==> src/rtl/bl2rgb_pkg.sv <==
// Shared types and constants for the BMP line to RGB24 converter.
// No dependencies; imported by the front, back and top-level modules.
package bl2rgb_pkg;

    localparam int LPW = 12;
    localparam int QDEPTH = 4;
    localparam int QAW = $clog2(QDEPTH);
    localparam int QCW = $clog2(QDEPTH + 1);

    localparam logic CMD_DATA = 1'b0;
    localparam logic CMD_PULL = 1'b1;

    localparam logic [1:0] CFG_LINE_PIXELS = 2'd0;
    localparam logic [1:0] CFG_PAD_BYTES   = 2'd1;
    localparam logic [1:0] CFG_MIRROR      = 2'd2;

    localparam logic [LPW-1:0] RST_LINE_PIXELS = 12'd640;
    localparam logic [1:0]     RST_PAD_BYTES   = 2'd0;
    localparam logic           RST_MIRROR      = 1'b1;

    typedef struct packed {
        logic       cmd;
        logic [7:0] data_byte;
    } t_in_word;

    typedef struct packed {
        logic [7:0] out_byte;
        logic       line_end;
    } t_out_word;

    typedef struct packed {
        logic vld;
        logic last;
    } t_rd_ctl;

endpackage

==> src/rtl/bl2rgb_front.sv <==
// Front end: config registers, fill/drain position tracking, line store address generation.
// Depends on bl2rgb_pkg.
module bl2rgb_front import bl2rgb_pkg::*; #(
    parameter int MAX_PIXELS = 2048,
    parameter int AW = $clog2(6 * MAX_PIXELS)
) (
    input  logic           i_clk,
    input  logic           i_rst_n,
    input  logic           i_cfg_we,
    input  logic [1:0]     i_cfg_idx,
    input  logic [LPW-1:0] i_cfg_data,
    input  logic           i_acc,
    input  t_in_word       i_word,
    output logic           o_wr_en,
    output logic [AW-1:0]  o_wr_addr,
    output logic [7:0]     o_wr_data,
    output t_rd_ctl        o_rd_ctl,
    output logic [AW-1:0]  o_rd_addr
);

    localparam int PW = $clog2(MAX_PIXELS + 1);
    localparam int CW = (PW > LPW) ? PW : LPW;
    localparam int SW = $clog2(3 * MAX_PIXELS + 4);
    localparam int BANK = 3 * MAX_PIXELS;

    logic [LPW-1:0] r_line_pixels;
    logic [1:0]     r_pad;
    logic           r_mirror;

    logic [SW-1:0]  r_wpos, n_wpos;
    logic           r_wbank, n_wbank;
    logic [PW-1:0]  r_rpix, n_rpix;
    logic [1:0]     r_rch, n_rch;
    logic           r_ready, n_ready;

    logic [CW-1:0]  lp_ext;
    logic [PW-1:0]  npix;
    logic [PW-1:0]  spix;
    logic [SW-1:0]  useful;
    logic [SW-1:0]  wrap_len;
    logic [SW-1:0]  wpos_inc;
    logic [1:0]     chan;
    logic [1:0]     schan;
    logic           rp_over;
    logic           rd_live;
    logic           last;

    always_ff @(posedge i_clk) begin
        if (!i_rst_n) begin
            r_line_pixels <= RST_LINE_PIXELS;
            r_pad         <= RST_PAD_BYTES;
            r_mirror      <= RST_MIRROR;
        end else if (i_cfg_we) begin
            case (i_cfg_idx)
                CFG_LINE_PIXELS: r_line_pixels <= i_cfg_data;
                CFG_PAD_BYTES:   r_pad         <= i_cfg_data[1:0];
                CFG_MIRROR:      r_mirror      <= i_cfg_data[0];
                default: ;
            endcase
        end
    end

    always_comb begin
        lp_ext = CW'(r_line_pixels);
        if (lp_ext == '0) begin
            npix = PW'(1);
        end else if (lp_ext > CW'(MAX_PIXELS)) begin
            npix = PW'(MAX_PIXELS);
        end else begin
            npix = PW'(lp_ext);
        end
    end

    assign useful   = SW'({npix, 1'b0}) + SW'(npix);
    assign wrap_len = useful + SW'(r_pad);
    assign wpos_inc = r_wpos + SW'(1);

    assign rp_over = r_rpix >= npix;
    assign rd_live = r_ready && !rp_over;
    assign chan    = (r_rch > 2'd2) ? 2'd2 : r_rch;
    assign schan   = 2'd2 - chan;
    assign spix    = r_mirror ? (npix - PW'(1) - r_rpix) : r_rpix;
    assign last    = (r_rpix == npix - PW'(1)) && (chan == 2'd2);

    assign o_rd_addr = (r_wbank ? AW'(0) : AW'(BANK)) + AW'({spix, 1'b0}) + AW'(spix)
                     + AW'(schan);
    assign o_rd_ctl.vld  = i_acc && rd_live;
    assign o_rd_ctl.last = last;

    assign o_wr_en   = i_acc && (i_word.cmd == CMD_DATA) && (r_wpos < useful);
    assign o_wr_addr = (r_wbank ? AW'(BANK) : AW'(0)) + AW'(r_wpos);
    assign o_wr_data = i_word.data_byte;

    always_comb begin
        n_wpos  = r_wpos;
        n_wbank = r_wbank;
        n_rpix  = r_rpix;
        n_rch   = r_rch;
        n_ready = r_ready;
        if (i_acc) begin
            if (r_ready && rp_over) begin
                n_ready = 1'b0;
                n_rpix  = '0;
                n_rch   = '0;
            end
            if (rd_live) begin
                if (chan == 2'd2) begin
                    n_rch  = '0;
                    n_rpix = r_rpix + PW'(1);
                end else begin
                    n_rch = chan + 2'd1;
                end
                if (last) begin
                    n_ready = 1'b0;
                    n_rpix  = '0;
                    n_rch   = '0;
                end
            end
            if (i_word.cmd == CMD_DATA) begin
                n_wpos = wpos_inc;
                if (wpos_inc >= wrap_len) begin
                    n_wpos  = '0;
                    n_wbank = ~r_wbank;
                    n_ready = 1'b1;
                    n_rpix  = '0;
                    n_rch   = '0;
                end
            end
        end
    end

    always_ff @(posedge i_clk) begin
        if (!i_rst_n) begin
            r_wpos  <= '0;
            r_wbank <= 1'b0;
            r_rpix  <= '0;
            r_rch   <= '0;
            r_ready <= 1'b0;
        end else begin
            r_wpos  <= n_wpos;
            r_wbank <= n_wbank;
            r_rpix  <= n_rpix;
            r_rch   <= n_rch;
            r_ready <= n_ready;
        end
    end

endmodule

==> config.mk <==
export PLATFORM = sky130hd
export DESIGN_NAME = bl2rgb_front
export DESIGN_NICKNAME = d
export VERILOG_FILES = /design/src/rtl/bl2rgb_pkg.sv /design/src/rtl/bl2rgb_front.sv
export SDC_FILE = /design/constraint.sdc
export NUM_CORES = 1
export LEC_CHECK = 0
export BUFFER_PORTS_ARGS = -buffer_cell sky130_fd_sc_hd__buf_2
export CAP_MARGIN = 20
export CORE_MARGIN = 4
export CORE_UTILIZATION = 30
export CTS_CLUSTER_DIAMETER = 50
export CTS_CLUSTER_SIZE = 16
export DETAILED_ROUTE_END_ITERATION = 12
export SLEW_MARGIN = 20
export SYNTH_ARGS = -nofsm -noshare
export SYNTH_HDL_FRONTEND = slang
export SYNTH_SLANG_ARGS = --single-unit
==> constraint.sdc <==
create_clock -name i_clk -period 6.3 [get_ports i_clk]
set_input_delay 0.63 -clock i_clk [delete_from_list [all_inputs] [get_ports i_clk]]
set_output_delay 0.63 -clock i_clk [all_outputs]
set_load 0.02 [all_outputs]
==> flow_metrics.py <==
metrics = {
    "status": {
        "status": "finished, final reports clean",
    },
    "synth": {
        "synth_top_cell_by_area": "ha_1",
        "synth.area.top_cells": "ha_1 22%, dfxtp_1 15%, nand2_1 6.4%",
        "synthArstFlopShare_pct": 0,
        "synth_edf_count": 0,
        "yosys_register_bits": 44,
        "synth_area_mm2": 0.005844,
        "synth_ff_type": "dfxtp_1",
        "synth.top_cells.by_count": "102 x ha_1, 100 x nand2_1, 59 x o21ai_0",
        "syn_area_per_cell_um2": 7.620,
        "synth_top_area_share_pct": 21.84,
        "ys_types": 64,
        "synthCells": 767,
        "ys_seq_area_share_pct": 15.07,
        "ys_warn_count": 0,
        "synth_most_common_cell": "ha_1",
        "syn_nets": 904,
    },
    "power": {
        "p_per_area_mw_per_mm2": 247.4,
        "p_int_mw": 0.8831,
        "netSwitchingPower_mw": 0.7126,
        "pwr-share-comb_pct": 62.5,
        "max-vdd-ir-drop_mv": 0.1310,
        "leakagePower_nw": 2.919,
        "seqPwrFrac_pct": 18.0,
        "p_sw_share_pct": 44.66,
        "clkPwrFrac_pct": 19.5,
    },
    "routing": {
        "drtIter0Drc": 333,
        "wire_per_inst_um": 14.01,
        "via_per_inst": 4.973,
        "drc": 0,
        "num_vias": 5246,
        "detail-route-antenna-nets": 0,
        "wl_um": 14780,
        "drtPass1Iterations": 5,
    },
    "clock_tree": {
        "cts_sinks": 44,
        "cts_tree": "done",
        "cts_root_buf": "clkbuf_16",
        "htreeDepth": 2,
        "clk_path_buf_depth": 2,
        "numCtsBuffers": 5,
        "clk_pin_slew_ns": 0.06,
        "clk_latency_ns": 0.30,
        "cts_setup_buffers": 0,
    },
    "critical_path": {
        "r2r-start": "lp_ext[6]",
        "setup.worst_path.end_class": "output port",
        "r2r_end": "r_rpix[11]",
        "critPathMaxFanout": 5,
        "cp_data_arrival_time_ns": 5.24,
        "rrSetupSlack_ns": 0.73,
        "cp-start-kind": "register",
        "cp.required_ns": 5.67,
        "crit_type": "register to output port",
        "reg2reg_depth": 24,
    },
    "global_routing": {
        "grt_start_max_net_pins": 34,
        "grt_pass1_wl_um": 24580,
        "grt_pass1_vias": 4983,
        "overflow": 0,
        "grt.total_usage_pct": 13.63,
        "antenna_found_initial": 0,
    },
    "min_path": {
        "holdPathStages": 2,
        "hold_class": "register to register",
        "holdPathEnd": "lp_ext[6]",
        "hold_path.startpoint": "lp_ext[6]",
    },
    "die": {
        "die_y_um": 147.6,
        "core-area_mm2": 0.01896,
        "die_x_um": 147.6,
        "fp.dieArea_mm2": 0.02178,
        "start_util_pct": 30.83,
        "rows": 50,
        "num_io_pins": 66,
    },
    "timing": {
        "min_period_ns": 5.875,
        "slew_violations": 0,
        "setup_tns_ns": 0,
        "max_freq_mhz": 170.2,
        "finalHoldViolCount": 0,
        "worst_pin_slew_ns": 0.7901,
        "timing.hold.ws_ns": 0.4868,
        "finClkSkew_ns": 0.01294,
        "slew_headroom_pct": 46.49,
        "rsz0062_at_grt": "false",
        "finalCritPeriodShare_pct": 93.25,
        "finalSetupViolCount": 0,
    },
    "cells_and_area": {
        "syn_to_final_growth_pct": 10.36,
        "num_antenna_cells": 0,
        "multi_input_area_mm2": 0.004574,
        "nets": 931,
        "drive_gt1_share_pct": 10.82,
        "regArea_um2": 882.1,
        "stdcell_count": 1055,
        "fillers": 2043,
    },
    "placed_design": {
        "port_buffers": 49,
        "place_inst": 1047,
        "gp_congestion": 0.8559,
        "place_hpwl_um": 12060,
    },
    "job": {
        "maxCapViolCount": 0,
    },
}
==> state kept, by name, indices dropped and copies added (netlist names) <==
signal and cells:
lp_ext 12, r_mirror 1, r_pad 2, r_rch 2, r_ready 1, r_rpix 12
r_wbank 1, r_wpos 13
==> power by group through the flow <==
stage               Combinational, mW  Clock, mW  Sequential [mW]
finish                          0.998      0.310            0.288
global route                     1.11      0.329            0.288
CTS                             0.997      0.319            0.288
detailed placement              0.990          0            0.294
global placement                0.987          0            0.294
floorplan                       0.769          0            0.291
==> worst max-delay path: stages (launching register included) <==
cell     delay (ns)
dfxtp_1        0.32
nor4_1         0.38
a31oi_1        0.15
nor2_1         0.19
inv_1          0.09
ha_1           0.19
inv_1          0.08
xnor2_1        0.15
ha_1           0.32
nor2b_1        0.15
o21ai_0        0.20
nand2_1        0.11
a21o_1         0.18
a21oi_1        0.17
xnor2_1        0.14
nand2_1        0.06
o21ai_0        0.13
ha_1           0.30
ha_1           0.37
a21o_1         0.18
a31o_1         0.20
a41o_1         0.27
o41ai_2        0.25
xnor2_1        0.16
buf_2          0.18
==> cells by family after synthesis <==
group / synth area share [%]
simple gates: 22.57
compound gates: 20.60
fa+ha+maj: 24.58
buf+inv: 7.150
xor+xnor: 8.820
flops: 15.07
mux: 1.220
==> layout by cell type (no fill, tap or decap), types with 12 or more instances in the layout <==
cell type / netlist / layout
nand2_1: 100 / 98
nand3_1: 24 / 24
nor2b_1: 14 / 14
nor3_1: 18 / 17
a21o_1: 12 / 12
xnor2_1: 37 / 37
inv_1: 52 / 52
buf_2: 1 / 49
o21ai_0: 59 / 59
xor2_1: 20 / 20
nor2_1: 40 / 40
a21oi_1: 38 / 38
ha_1: 102 / 102
dfxtp_1: 44 / 43
and2_1: 15 / 15
==> metal layers <==
layer  vias to the layer above  wire length (µm)  GRT usage (%)
met5                         -                 0              0
met4                         0               223          3.122
met3                        14               540          2.238
met2                       103              6698          23.03
met1                      2373              7316          18.26
li1                       2756                 -              -
==> final cells by class <==
cell class / instances / area share [%]
inverters: 54 / 3.143
clock inverters: 3 / 0.6596
clock buffers: 5 / 1.940
well taps: 260 / 5.044
repair buffers: 56 / 4.617
flip-flops and latches: 44 / 13.68
multi-input cells: 633 / 70.92
==> metrics by stage <==
| stage | setup WS (ns) | area [µm²] | util (%) | total power [mW] |
|---|---|---|---|---|
| 3_5_place_dp | 0.3727 | 6252 | 32.98 | 1.284 |
| 3_3_place_gp | 0.5576 | 6252 | 32.98 | 1.280 |
| 5_1_grt | 0.03223 | 6450 | 34.03 | 1.726 |
| 2_1_floorplan | 0.8372 | 5844 | - | 1.060 |
| 6_report | 0.4255 | 6450 | 34.03 | 1.596 |
| 4_1_cts | 0.03568 | 6420 | 33.87 | 1.604 |
==> timing repair <==
| item | 4_1_cts | 5_1_grt |
|---|---|---|
| resized for setup | 0 | 8 |
| hold buffers | 0 | 0 |
| endpoints found under the setup margin | 0 | 3 |
==> worst max path at each step <==
stage                          start            end  slack [ns]
after floorplan           lp_ext[11]  o_rd_addr[13]        0.84
after global placement    lp_ext[11]  o_rd_addr[13]        0.56
after detailed placement  lp_ext[11]  o_rd_addr[13]        0.37
after CTS                 lp_ext[11]  o_rd_addr[13]        0.04
after global routing       lp_ext[6]  o_rd_addr[13]        0.03
final                      lp_ext[6]  o_rd_addr[13]        0.43
No activity file was read; power rests on OpenSTA's default activity.
